===== config.mk =====
export PLATFORM = sky130hd
export DESIGN_NAME = life_generation_stencil
export DESIGN_NICKNAME = d
export VERILOG_FILES = /design/src/rtl/core/lgs_pkg.sv /design/src/rtl/core/life_generation_stencil.sv /design/src/rtl/core/lgs_line_buf.sv /design/src/rtl/core/lgs_evolve.sv
export VERILOG_INCLUDE_DIRS = /design/src /design/src/rtl/core
export SDC_FILE = /design/constraint.sdc
export NUM_CORES = 1
export LEC_CHECK = 0
export BUFFER_PORTS_ARGS = -buffer_cell sky130_fd_sc_hd__buf_2
export CAP_MARGIN = 20
export CORE_ASPECT_RATIO = 0.75
export CORE_MARGIN = 2
export CORE_UTILIZATION = 35
export DETAILED_ROUTE_END_ITERATION = 12
export REMOVE_ABC_BUFFERS = 1
export SYNTH_ARGS = -nofsm -noshare
export SYNTH_HDL_FRONTEND = slang
export SYNTH_SLANG_ARGS = --single-unit

===== constraint.sdc =====
create_clock -name aclk -period 4.8 [get_ports aclk]
set_input_delay 0.96 -clock aclk [delete_from_list [all_inputs] [get_ports aclk]]
set_output_delay 0.96 -clock aclk [all_outputs]
set_load 0.005 [all_outputs]

===== src/rtl/core/life_generation_stencil_defines.svh =====
// Assertion helpers shared by the stencil RTL; both sample on aclk and
// are quiet while aresetn is low.
`ifndef LIFE_GENERATION_STENCIL_DEFINES_SVH
`define LIFE_GENERATION_STENCIL_DEFINES_SVH

// Same-cycle implication.
`define LGS_ASSERT_IMP(name, ante, cons) \
    name: assert property (@(posedge aclk) disable iff (!aresetn) (ante) |-> (cons)) \
        else $error("lgs assertion failed");

// Next-cycle implication.
`define LGS_ASSERT_NEXT(name, ante, cons) \
    name: assert property (@(posedge aclk) disable iff (!aresetn) (ante) |=> (cons)) \
        else $error("lgs assertion failed");

`endif


===== src/rtl/core/lgs_pkg.sv =====
`default_nettype none

package lgs_pkg;

    localparam int CELLS_W = 8;
    localparam int STRIP_W = 3 * CELLS_W;
    localparam int LINE_W  = 2 * CELLS_W;

    localparam int ROW_WORDS_W   = 6;
    localparam int ROWS_IN_USE_W = 9;
    localparam int CFG_DATA_W    = ROWS_IN_USE_W;
    localparam int CFG_IDX_W     = 1;

    localparam logic [CFG_IDX_W-1:0] CFG_ROW_WORDS   = 1'b0;
    localparam logic [CFG_IDX_W-1:0] CFG_ROWS_IN_USE = 1'b1;

    localparam logic [ROW_WORDS_W-1:0]   ROW_WORDS_RST   = 6'd32;
    localparam logic [ROWS_IN_USE_W-1:0] ROWS_IN_USE_RST = 9'd256;
    localparam logic [ROWS_IN_USE_W-1:0] MIN_ROWS        = 9'd3;

    localparam logic [3:0] BIRTH_COUNT = 4'd3;
    localparam logic [3:0] STAY_COUNT  = 4'd2;

    typedef enum logic [2:0] {
        ST_IDLE,
        ST_PRE,
        ST_UPD,
        ST_MAIN,
        ST_TAIL,
        ST_EDGE
    } lgs_state_t;

    // Which parts of the centre word sit on the grid's outer ring.
    typedef struct packed {
        logic row_ring;
        logic left_ring;
        logic right_ring;
    } ring_t;

endpackage

`default_nettype wire


===== src/rtl/core/life_generation_stencil.sv =====
// Results: a word's results are loaded in PRE (row two above, on word 0), MAIN (its
// regular result), TAIL and EDGE (frame end, bottom row) after its beat is taken;
// results lag the grid by one row plus one word. Per input word the block runs:
// accept, one result slot before the line write-back, the write-back, three result
// slots after it, and only then takes another word; slots wait while m_ready is low.
// Reset: synchronous, active low; clears position counters, window, result valid
// and registers to 32 words by 256 rows. Line buffers are not cleared.
`default_nettype none
`include "life_generation_stencil_defines.svh"

module life_generation_stencil
    import lgs_pkg::*;
#(
    parameter int ROW_WORDS_MAX = 32,
    parameter int ROWS_MAX      = 256,
    localparam int WORD_W = (ROW_WORDS_MAX > 1) ? $clog2(ROW_WORDS_MAX) : 1,
    localparam int ROW_W  = (ROWS_MAX > 1) ? $clog2(ROWS_MAX) : 1
) (
    input  wire logic                  aclk,
    input  wire logic                  aresetn,
    input  wire logic                  cfg_wr_en,
    input  wire logic [CFG_IDX_W-1:0]  cfg_index,
    input  wire logic [CFG_DATA_W-1:0] cfg_wr_data,
    input  wire logic                  s_valid,
    output logic                       s_ready,
    input  wire logic [CELLS_W-1:0]    s_cells,
    output logic                       m_valid,
    input  wire logic                  m_ready,
    output logic      [CELLS_W-1:0]    m_next_cells,
    output logic      [ROW_W-1:0]      m_out_row,
    output logic      [WORD_W-1:0]     m_out_word,
    output logic                       m_last
);

    localparam int EW_W = ROW_WORDS_W + 1;
    localparam int EW_R = (ROW_W + 1 > ROWS_IN_USE_W + 1) ? ROW_W + 1 : ROWS_IN_USE_W + 1;

    // configuration
    logic [ROW_WORDS_W-1:0]   row_words_reg;
    logic [ROWS_IN_USE_W-1:0] rows_in_use_reg;
    logic [EW_W-1:0]          eff_words;
    logic [EW_R-1:0]          eff_rows;
    logic [WORD_W-1:0]        nw_last;
    logic [ROW_W-1:0]         nr_last;

    always_ff @(posedge aclk) begin
        if (!aresetn) begin
            row_words_reg   <= ROW_WORDS_RST;
            rows_in_use_reg <= ROWS_IN_USE_RST;
        end else if (cfg_wr_en) begin
            unique case (cfg_index)
                CFG_ROW_WORDS:   row_words_reg   <= cfg_wr_data[ROW_WORDS_W-1:0];
                CFG_ROWS_IN_USE: rows_in_use_reg <= cfg_wr_data[ROWS_IN_USE_W-1:0];
                default: ;
            endcase
        end
    end

    always_comb begin
        priority if (row_words_reg == '0) begin
            eff_words = EW_W'(1);
        end else if (EW_W'(row_words_reg) > EW_W'(ROW_WORDS_MAX)) begin
            eff_words = EW_W'(ROW_WORDS_MAX);
        end else begin
            eff_words = EW_W'(row_words_reg);
        end
        priority if (rows_in_use_reg < MIN_ROWS) begin
            eff_rows = EW_R'(MIN_ROWS);
        end else if (EW_R'(rows_in_use_reg) > EW_R'(ROWS_MAX)) begin
            eff_rows = EW_R'(ROWS_MAX);
        end else begin
            eff_rows = EW_R'(rows_in_use_reg);
        end
    end

    assign nw_last = WORD_W'(eff_words - EW_W'(1));
    assign nr_last = ROW_W'(eff_rows - EW_R'(1));

    // state
    lgs_state_t state_reg, state_next;

    logic [WORD_W-1:0]  in_word_reg;
    logic [ROW_W-1:0]   in_row_reg;
    logic [WORD_W-1:0]  w_reg;
    logic [ROW_W-1:0]   r_reg;
    logic [CELLS_W-1:0] cells_reg;
    logic [STRIP_W-1:0] win_reg [3];

    logic               s_accept;
    logic [WORD_W-1:0]  w_sat;
    logic [ROW_W-1:0]   r_sat;
    logic [LINE_W-1:0]  line_rd;
    logic               upd;

    assign s_accept = s_valid && s_ready;
    assign w_sat = (in_word_reg > nw_last) ? nw_last : in_word_reg;
    assign r_sat = (in_row_reg > nr_last) ? nr_last : in_row_reg;

    always_ff @(posedge aclk) begin
        if (!aresetn) begin
            in_word_reg <= '0;
            in_row_reg  <= '0;
        end else if (s_accept) begin
            if (w_sat == nw_last) begin
                in_word_reg <= '0;
                in_row_reg  <= (r_sat == nr_last) ? '0 : r_sat + ROW_W'(1);
            end else begin
                in_word_reg <= w_sat + WORD_W'(1);
                in_row_reg  <= r_sat;
            end
        end
    end

    always_ff @(posedge aclk) begin
        if (s_accept) begin
            w_reg     <= w_sat;
            r_reg     <= r_sat;
            cells_reg <= s_cells;
        end
    end

    lgs_line_buf #(
        .DEPTH (ROW_WORDS_MAX),
        .AW    (WORD_W)
    ) u_line_buf (
        .aclk    (aclk),
        .rd_en   (s_accept),
        .rd_addr (w_sat),
        .rd_data (line_rd),
        .wr_en   (upd),
        .wr_addr (w_reg),
        .wr_data ({cells_reg, line_rd[LINE_W-1:CELLS_W]})
    );

    // 3x3 word window: 0 upper, 1 middle, 2 incoming row
    always_ff @(posedge aclk) begin
        if (!aresetn) begin
            win_reg[0] <= '0;
            win_reg[1] <= '0;
            win_reg[2] <= '0;
        end else if (upd) begin
            win_reg[0] <= {line_rd[CELLS_W-1:0], win_reg[0][STRIP_W-1:CELLS_W]};
            win_reg[1] <= {line_rd[LINE_W-1:CELLS_W], win_reg[1][STRIP_W-1:CELLS_W]};
            win_reg[2] <= {cells_reg, win_reg[2][STRIP_W-1:CELLS_W]};
        end
    end

    // which results this word produces
    logic last_row, last_word;
    logic need_pre, need_main, need_tail;

    assign last_row  = (r_reg == nr_last);
    assign last_word = (w_reg == nw_last);
    assign need_pre  = (w_reg == '0) && (r_reg >= ROW_W'(2));
    assign need_main = (w_reg != '0) && (r_reg != '0);
    assign need_tail = last_row && last_word;

    // shared stencil
    logic               shifted;
    logic [STRIP_W-1:0] ev_top, ev_mid, ev_bot;
    ring_t              ring;
    logic [CELLS_W-1:0] ev_cells;

    assign ev_top = shifted ? (win_reg[0] >> CELLS_W) : win_reg[0];
    assign ev_mid = shifted ? (win_reg[1] >> CELLS_W) : win_reg[1];
    assign ev_bot = shifted ? (win_reg[2] >> CELLS_W) : win_reg[2];

    lgs_evolve u_evolve (
        .top        (ev_top),
        .mid        (ev_mid),
        .bot        (ev_bot),
        .ring       (ring),
        .next_cells (ev_cells)
    );

    // result slot
    logic               m_valid_reg;
    logic [CELLS_W-1:0] next_cells_reg;
    logic [ROW_W-1:0]   out_row_reg;
    logic [WORD_W-1:0]  out_word_reg;
    logic               last_reg;

    logic               slot_free;
    logic               need;
    logic               out_load;
    logic [CELLS_W-1:0] next_cells_sel;
    logic [ROW_W-1:0]   out_row_sel;
    logic [WORD_W-1:0]  out_word_sel;
    logic               last_sel;

    assign slot_free = !m_valid_reg || m_ready;

    always_comb begin
        state_next     = state_reg;
        s_ready        = 1'b0;
        upd            = 1'b0;
        need           = 1'b0;
        shifted        = 1'b0;
        ring           = '0;
        next_cells_sel = ev_cells;
        out_row_sel    = r_reg - ROW_W'(1);
        out_word_sel   = nw_last;
        last_sel       = 1'b0;
        unique case (state_reg)
            ST_IDLE: begin
                s_ready = 1'b1;
                if (s_valid) begin
                    state_next = ST_PRE;
                end
            end
            ST_PRE: begin
                // last word of the row two above, from the old window
                need            = need_pre;
                shifted         = 1'b1;
                ring.row_ring   = (r_reg == ROW_W'(2));
                ring.left_ring  = (nw_last == '0);
                ring.right_ring = 1'b1;
                out_row_sel     = r_reg - ROW_W'(2);
            end
            ST_UPD: begin
                upd        = 1'b1;
                state_next = ST_MAIN;
            end
            ST_MAIN: begin
                need           = need_main;
                ring.row_ring  = (r_reg == ROW_W'(1));
                ring.left_ring = (w_reg == WORD_W'(1));
                out_word_sel   = w_reg - WORD_W'(1);
            end
            ST_TAIL: begin
                need            = need_tail;
                shifted         = 1'b1;
                ring.row_ring   = (r_reg == ROW_W'(1));
                ring.left_ring  = (nw_last == '0);
                ring.right_ring = 1'b1;
            end
            ST_EDGE: begin
                // bottom row passes straight through
                need           = last_row;
                next_cells_sel = cells_reg;
                out_row_sel    = r_reg;
                out_word_sel   = w_reg;
                last_sel       = last_word;
            end
            default: state_next = ST_IDLE;
        endcase

        out_load = need && slot_free;
        if (state_reg == ST_PRE || state_reg == ST_MAIN
                || state_reg == ST_TAIL || state_reg == ST_EDGE) begin
            if (!need || slot_free) begin
                unique case (state_reg)
                    ST_PRE:  state_next = ST_UPD;
                    ST_MAIN: state_next = ST_TAIL;
                    ST_TAIL: state_next = ST_EDGE;
                    default: state_next = ST_IDLE;
                endcase
            end
        end
    end

    always_ff @(posedge aclk) begin
        if (!aresetn) begin
            state_reg   <= ST_IDLE;
            m_valid_reg <= 1'b0;
        end else begin
            state_reg <= state_next;
            if (out_load) begin
                m_valid_reg <= 1'b1;
            end else if (m_ready) begin
                m_valid_reg <= 1'b0;
            end
        end
    end

    always_ff @(posedge aclk) begin
        if (out_load) begin
            next_cells_reg <= next_cells_sel;
            out_row_reg    <= out_row_sel;
            out_word_reg   <= out_word_sel;
            last_reg       <= last_sel;
        end
    end

    assign m_valid      = m_valid_reg;
    assign m_next_cells = next_cells_reg;
    assign m_out_row    = out_row_reg;
    assign m_out_word   = out_word_reg;
    assign m_last       = last_reg;

    `LGS_ASSERT_NEXT(a_accept_starts_item, s_valid && s_ready, state_reg == ST_PRE)
    `LGS_ASSERT_IMP(a_last_on_bottom_row, m_valid && m_last, m_out_row == nr_last)
    `LGS_ASSERT_NEXT(a_load_shows_beat, out_load, m_valid && m_next_cells == $past(next_cells_sel))

endmodule

`default_nettype wire


===== src/rtl/core/lgs_line_buf.sv =====
`default_nettype none

module lgs_line_buf
    import lgs_pkg::*;
#(
    parameter int DEPTH = 32,
    parameter int AW    = 5
) (
    input  wire logic              aclk,
    input  wire logic              rd_en,
    input  wire logic [AW-1:0]     rd_addr,
    output logic      [LINE_W-1:0] rd_data,
    input  wire logic              wr_en,
    input  wire logic [AW-1:0]     wr_addr,
    input  wire logic [LINE_W-1:0] wr_data
);

    // {middle line, upper line} per word column
    logic [LINE_W-1:0] mem [DEPTH];
    logic [LINE_W-1:0] rd_data_reg;

    always_ff @(posedge aclk) begin
        if (wr_en) begin
            mem[wr_addr] <= wr_data;
        end
        if (rd_en) begin
            rd_data_reg <= mem[rd_addr];
        end
    end

    assign rd_data = rd_data_reg;

endmodule

`default_nettype wire


===== src/rtl/core/lgs_evolve.sv =====
`default_nettype none

module lgs_evolve
    import lgs_pkg::*;
(
    input  wire logic [STRIP_W-1:0] top,
    input  wire logic [STRIP_W-1:0] mid,
    input  wire logic [STRIP_W-1:0] bot,
    input  wire ring_t              ring,
    output logic      [CELLS_W-1:0] next_cells
);

    for (genvar gb = 0; gb < CELLS_W; gb++) begin : g_lane
        logic [3:0] cnt;
        logic       alive;
        logic       rule;
        logic       keep;

        assign cnt = {3'b0, top[CELLS_W-1+gb]} + {3'b0, top[CELLS_W+gb]}
                   + {3'b0, top[CELLS_W+1+gb]} + {3'b0, mid[CELLS_W-1+gb]}
                   + {3'b0, mid[CELLS_W+1+gb]} + {3'b0, bot[CELLS_W-1+gb]}
                   + {3'b0, bot[CELLS_W+gb]}   + {3'b0, bot[CELLS_W+1+gb]};
        assign alive = mid[CELLS_W+gb];
        assign rule  = alive ? (cnt == STAY_COUNT || cnt == BIRTH_COUNT)
                             : (cnt == BIRTH_COUNT);
        // ring cells keep their state
        assign keep  = ring.row_ring
                    || (gb == 0 && ring.left_ring)
                    || (gb == CELLS_W - 1 && ring.right_ring);
        assign next_cells[gb] = keep ? alive : rule;
    end

endmodule

`default_nettype wire


==> results of run 1 <==
## routing by layer
metal  GRT usage [%]  up-vias  share of wire [%]
met1            26.3     9229                 44
met2            27.8      831                 44
met4            4.43        2                2.0
li1                -     8201                  -
met5               0        -              0.017
met3            2.93      112                9.3
## cell usage in the layout (no fill, tap or decap), types with 32 or more instances in the layout
cell type  instances
nand2_1          340
a21oi_1           92
nand3_1           75
nor2_1            62
fa_1              32
buf_2             46
and2_1            59
inv_1             92
o22ai_1           36
ha_1              48
dfxtp_1           32
clkbuf_16         63
mux2i_1          124
edfxtp_1         622
buf_4            120
## power groups by stage
stage,registers [uW],clock network (uW),logic [uW]
finish,7380,4920,5140
global placement,7540,0,4750
floorplan,7650,0,3900
global route,7420,5240,5840
detailed placement,7560,0,4950
CTS,7440,5010,4990
## repair_timing
action | in CTS | in global routing
endpoints found under the setup margin | 3 | 18
setup buffers | 0 | 6
cloned | 0 | 4
resized for setup | 6 | 28
pin swaps | 0 | 3
## worst max path at each step
stage,end,slack (ns),cells after the start
after global routing,u_line_buf.rd_data[13],-0.02,20
after CTS,u_line_buf.rd_data[13],0.02,19
after detailed placement,u_line_buf.rd_data[10],-0.28,21
after floorplan,in_word_reg[1],-17.53,17
final,u_line_buf.rd_data[9],0.16,19
after global placement,u_line_buf.rd_data[10],-0.26,21
## stage by stage
step           cell area (sq um)  instances  setup TNS (ns)  setup WS, ns
6_report                   33600       3390               0         0.157
3_3_place_gp               31200       3265          -0.265        -0.265
2_1_floorplan              28400       2015         -373.36        -17.53
5_1_grt                    33600       3389         -0.0637       -0.0190
4_1_cts                    33300       3376               0        0.0163
3_5_place_dp               31300       3267          -0.280        -0.280
## area by class of cell
type | instances | area, sq um | share of cell area [%]
repair buffers | 196 | 1720 | 5.10
flip-flops and latches | 654 | 19300 | 57.4
clock buffers | 69 | 1510 | 4.50
multi-input cells | 1263 | 8900 | 26.5
clock inverters | 40 | 484 | 1.44
diodes | 1 | 2.50 | 0.00744
well taps | 1069 | 1340 | 3.98
inverters | 98 | 368 | 1.09
## kinds of logic after synthesis
| family | synth area share [%] |
|---|---|
| DFF | 67.0 |
| and+or+nand+nor | 10.2 |
| AOI/OAI and AO/OA | 8.59 |
| buffers and inverters | 2.83 |
| muxes | 5.92 |
| adders and majority gates | 4.35 |
| xor gates and xnor gates | 1.06 |
## tightest hold or removal path, stage by stage, from the launching register on
cell,delay [ns]
dfxtp_1,0.34
nand2_1,0.06
o21ai_1,0.05
==> qor.csv, run 1 <==
stage,metric,value,unit
logic_synthesis,top post-synthesis cells by area,"edfxtp_1 (65%), mux2i_1 (4.5%), nand2_1 (4.4%)",
logic_synthesis,Synth Flop Type,edfxtp_1,
sta,Peak Freq,0.215,GHz
worst_setup_path,RR Endpoint,u_line_buf.rd_data[9],
pwr,Comb pwr share,29.5,%
worst_setup_path,cell family with most CP delay,compound AO/OA/AOI/OAI gates,
pwr,Lkg Pwr,0.0122,uW
pwr,Clk network pwr share,28.2,%
grt,first-pass GRT wire length,115000,microns
grt,GRT Total Usage,18.0,%
worst_setup_path,crit path DAT,5.00,ns
logic_synthesis,"Avg Cell Area, Syn",13.6,sq um
pwr,total power,17400,uW
finish,nets@finish,2376,
logic_synthesis,most common library cells after synthesis,"edfxtp_1 (622), nand2_1 (341), mux2i_1 (130)",
logic_synthesis,Yosys warnings,0,
hold_path,worst hold start,in_row_reg[4],
worst_setup_path,largest stage delay on the critical path,0.59,ns
grt,initial antenna violation count,1,
placement,routability cong.,0.858,
floorplan,# rows,91,
floorplan,Starting Density,35.2,%
clock_tree,htree depth,2,
clock_tree,CTS root buffer,clkbuf_16,
logic_synthesis,Post-synth EDFFs,622,
job,maxcap violations,0,
drt,via-per-instance ratio,5.42,
drt,DRT iter0 DRCs,2251,
worst_setup_path,WS Path Type,reg -> reg,
sta,"Setup violations, final",0,
drt,drt total wl,77300,microns
logic_synthesis,largest area contributor in the netlist,edfxtp_1,
finish,"Core Util, Final",41.1,%
finish,share of cells above drive strength 1,16.3,%
worst_setup_path,Worst setup SP type,register,
floorplan,I/O pin cnt,47,
logic_synthesis,most common cell in the synthesized netlist,edfxtp_1,
worst_setup_path,worst r2r src,row_words_reg[5],
hold_path,hold depth,2,
clock_tree,clock net sink count,654,
clock_tree,clock transition at the registers of the reported paths,0.07,ns
worst_setup_path,r2r setup slk,0.16,ns
worst_setup_path,WP data required,5.16,ns
grt,remaining global-route overflow,0,
drt,Post-DRT Antenna Nets,0,
worst_setup_path,crit path from,row_words_reg[5],
worst_setup_path,worst-path cell chain,inv_1 -> o21a_1 -> inv_1 -> ha_2 -> or4b_2 -> o311ai_1 -> inv_1 -> ha_1 -> and3_1 -> and3_2 -> a21oi_4 -> mux2i_4 -> inv_2 -> buf_4 -> nand2_4 -> buf_4 -> o221ai_1 -> a31oi_1 -> o22ai_1,
clock_tree,Max clock buf depth,3,
pwr,Switching Fraction,32.2,%
sta,worst-margin pin slew,1.14,ns
placement,I/O Buffers,46,
hold_path,Hold EP,in_row_reg[4],
floorplan,core area,81900,sq um
logic_synthesis,Seq cells post-synth,654,
grt,vias in the first global route,18200,
worst_setup_path,Crit. End Element,register,
clock_tree,total CTS buffers,59,
drt,drt wl/cell,22.8,microns
sta,Tmin final,4.64,ns
finish,synthesis-to-finish area growth,16.7,%
status,status,finished clean,
sta,final hold vios,0,
floorplan,Die ar.,84700,sq um
drt,drc violations,0,
floorplan,die height,253,microns
logic_synthesis,"Seq/Total Area, Yosys",67.0,%
sta,final worst-path cycle share,96.7,%
pwr,P_sw,5610,uW
worst_setup_path,CP max FO,9,
logic_synthesis,top cell type's share of synthesized area,64.8,%
sta,relative slew slack,24.2,%
logic_synthesis,async set-reset flop share out of synthesis,0,%
drt,drt first pass iters,5,
logic_synthesis,Yosys cell types,79,
pwr,Reg power frac,42.3,%
logic_synthesis,Mapped Cells,2120,
finish,Filler cells,7396,
clock_tree,# hold bufs at CTS,0,
worst_setup_path,Critical Path Most Common Cell,inv_1,
clock_tree,CTS tree,done,
sta,WHS,0.502,ns
pwr,Pint,11800,uW
drt,routed via count,18400,
grt,largest net degree at the start of global routing,65,
worst_setup_path,Worst path slowest cell,or4b_2,
sta,clk_skew,0.0386,ns
clock_tree,later-pin clock latency in the skew report,0.66,ns
logic_synthesis,Synth Cell Area,28800,sq um
hold_path,Min-Delay Path Class,reg -> reg,
pwr,Cell Pwr Density,518,nW/um^2
floorplan,chip width,335,microns
worst_setup_path,WP buf/inv,6,
pwr,Worst IR Drop VDD,377,uV
sta,"Slew Viols, Final",0,
finish,number of flip-flops in the largest register,512,
placement,Detailed Place HPWL,48100,microns
worst_setup_path,number of cells on the worst reg-to-reg path,19,
(Power assumes the default switching activity.)
==> run 2, diff against run 1 <==
Settings changed: CORE_UTILIZATION 35 to 56, PLACE_DENSITY from default to 0.75.
==> qor.csv, run 2 (synthesis results as in run 1) <==
stage,metric,value,unit
finish,antenna cells,0,
floorplan,# rows,71,
finish,share of cells above drive strength 1,17.1,%
floorplan,chip width,266,microns
worst_setup_path,cell family with most CP delay,compound AO/OA/AOI/OAI gates,
sta,WHS,0.500,ns
sta,final hold vios,0,
finish,Final Cell Area,33200,sq um
clock_tree,clock transition at the registers of the reported paths,0.07,ns
worst_setup_path,number of cells on the worst reg-to-reg path,19,
placement,DP Worst Slack,-0.159,ns
placement,routability cong.,0.868,
worst_setup_path,worst r2r src,row_words_reg[5],
drt,routed via count,18800,
finish,number of flip-flops in the largest register,512,
clock_tree,htree depth,2,
floorplan,I/O pin cnt,47,
grt,largest net degree at the start of global routing,52,
grt,GRT met2 Usage,40.2,%
worst_setup_path,largest stage delay on the critical path,0.59,ns
sta,Final WS setup,0.0663,ns
pwr,Cell Pwr Density,519,nW/um^2
status,status,finished clean,
floorplan,die height,200,microns
drt,DRT iter0 DRCs,2581,
pwr,Worst IR Drop VDD,385,uV
finish,"commonest cells after routing, fill and taps aside","edfxtp_1 (622), nand2_1 (339), mux2i_1 (122)",
finish,fin cells,2974,
pwr,Lkg Pwr,0.0122,uW
worst_setup_path,Crit. End Element,register,
grt,"Most Used Layer, Global Route",met2,
drt,Post-DRT Antenna Nets,0,
worst_setup_path,worst-path cell chain,inv_1 -> o21a_1 -> inv_2 -> ha_2 -> or4b_2 -> o311ai_1 -> inv_1 -> ha_1 -> and3_1 -> and3_2 -> a21o_1 -> a21oi_4 -> buf_12 -> buf_12 -> buf_4 -> mux2i_1 -> o221ai_1 -> o2111ai_1 -> o22ai_1,
placement,Placed Instance Area,30600,sq um
worst_setup_path,crit path to,u_line_buf.rd_data[12],
worst_setup_path,WP buf/inv,6,
sta,Tmin final,4.73,ns
placement,Detailed Place HPWL,45800,microns
finish,nets@finish,2372,
grt,M3 GR Usage,5.78,%
worst_setup_path,crit path DAT,5.12,ns
clock_tree,total CTS buffers,59,
grt,initial antenna violation count,2,
drt,drt first pass iters,6,
grt,met1 GRT Util,38.8,%
worst_setup_path,WP data required,5.18,ns
worst_setup_path,Worst setup SP type,register,
sta,final worst-path cycle share,98.6,%
grt,remaining global-route overflow,0,
finish,Filler cells,3478,
clock_tree,# hold bufs at CTS,0,
drt,drt wl/cell,24.8,microns
clock_tree,later-pin clock latency in the skew report,0.64,ns
floorplan,Starting Density,57.1,%
sta,Peak Freq,0.211,GHz
clock_tree,CTS root buffer,clkbuf_16,
clock_tree,CTS tree,done,
worst_setup_path,crit path from,row_words_reg[5],
drt,drt total wl,73700,microns
worst_setup_path,RR Endpoint,u_line_buf.rd_data[12],
grt,first-pass GRT wire length,108000,microns
finish,"commonest non-fill, non-tap cell in the layout",edfxtp_1,
grt,GRT Total Usage,26.7,%
worst_setup_path,cell count along the critical path,19,
clock_tree,clock net sink count,654,
placement,DP Cell Count,2841,
drt,drc violations,0,
job,maxcap violations,0,
clock_tree,Max clock buf depth,3,
placement,I/O Buffers,46,
worst_setup_path,CP max FO,9,
hold_path,Min-Delay Path Class,reg -> reg,
floorplan,Die ar.,53300,sq um
worst_setup_path,WS Path Type,reg -> reg,
sta,relative slew slack,27.4,%
sta,clk_skew,0.0464,ns
floorplan,core area,50500,sq um
grt,vias in the first global route,18100,
finish,"Core Util, Final",65.8,%
worst_setup_path,r2r setup slk,0.07,ns
finish,synthesis-to-finish area growth,15.1,%
worst_setup_path,Worst path slowest cell,or4b_2,
sta,"Slew Viols, Final",0,
sta,worst-margin pin slew,1.09,ns
sta,"Setup violations, final",0,
drt,via-per-instance ratio,6.31,
-- run 2: layout make-up --
class / instances / area (sq um) / area share, %
inverter: 98 / 368 / 1.11
clock inverter: 33 / 298 / 0.897
clock buffer: 77 / 1570 / 4.72
timing repair buffer: 192 / 1720 / 5.19
sequential: 654 / 19300 / 58.2
tap: 657 / 822 / 2.48
multi-input combinational: 1263 / 9090 / 27.4
-- run 2: per-layer routing --
layer  vias to the layer above  part of all wire, %
met4                         2                  3.5
met5                         -                0.018
li1                       8198                    -
met1                      9198                   40
met2                      1179                   45
met3                       179                   11
-- run 2: worst min-delay path by stage --
stage,from,endpoint,cells past startpoint
6_report,row_words_reg[0],row_words_reg[0],2
4_1_cts,in_row_reg[3],in_row_reg[3],2
3_5_place_dp,in_row_reg[3],in_row_reg[3],2
3_3_place_gp,row_words_reg[0],row_words_reg[0],2
5_1_grt,s_cells[3],cells_reg[3],1
2_1_floorplan,in_row_reg[4],in_row_reg[4],2
-- run 2: stage by stage --
step	TNS, ns	power, uW
after global placement	-0.0161	12100
after global routing	-0.885	18200
final	0	17200
after floorplan	-373.36	11500
after CTS	-0.00227	16900
after detailed placement	-1.04	12400
-- run 2: timing repair --
item / 4_1_cts / 5_1_grt
gates resized for setup: 11 / 63
buffers inserted: 0 / 13
cloned: 0 / 3
pin swaps: 4 / 10
endpoints found under the setup margin: 14 / 21
-- run 2: power by group --
group          leakage [uW]  switching [uW]  total, uW  internal (uW)
Sequential          0.00595             304       7370           7070
Clock              0.000894            2100       4580           2480
Combinational       0.00534            3170       5280           2110
Total                0.0122            5570      17200          11700
-- run 2: worst register-to-register path, delay by kind of cell (launching register included) --
kind            cells  cell delay (ns)
compound gates      7             1.47
fa+ha+maj           2             0.54
buf+inv             6             0.87
flops               1             0.38
mux                 1             0.26
simple gates        3             1.04
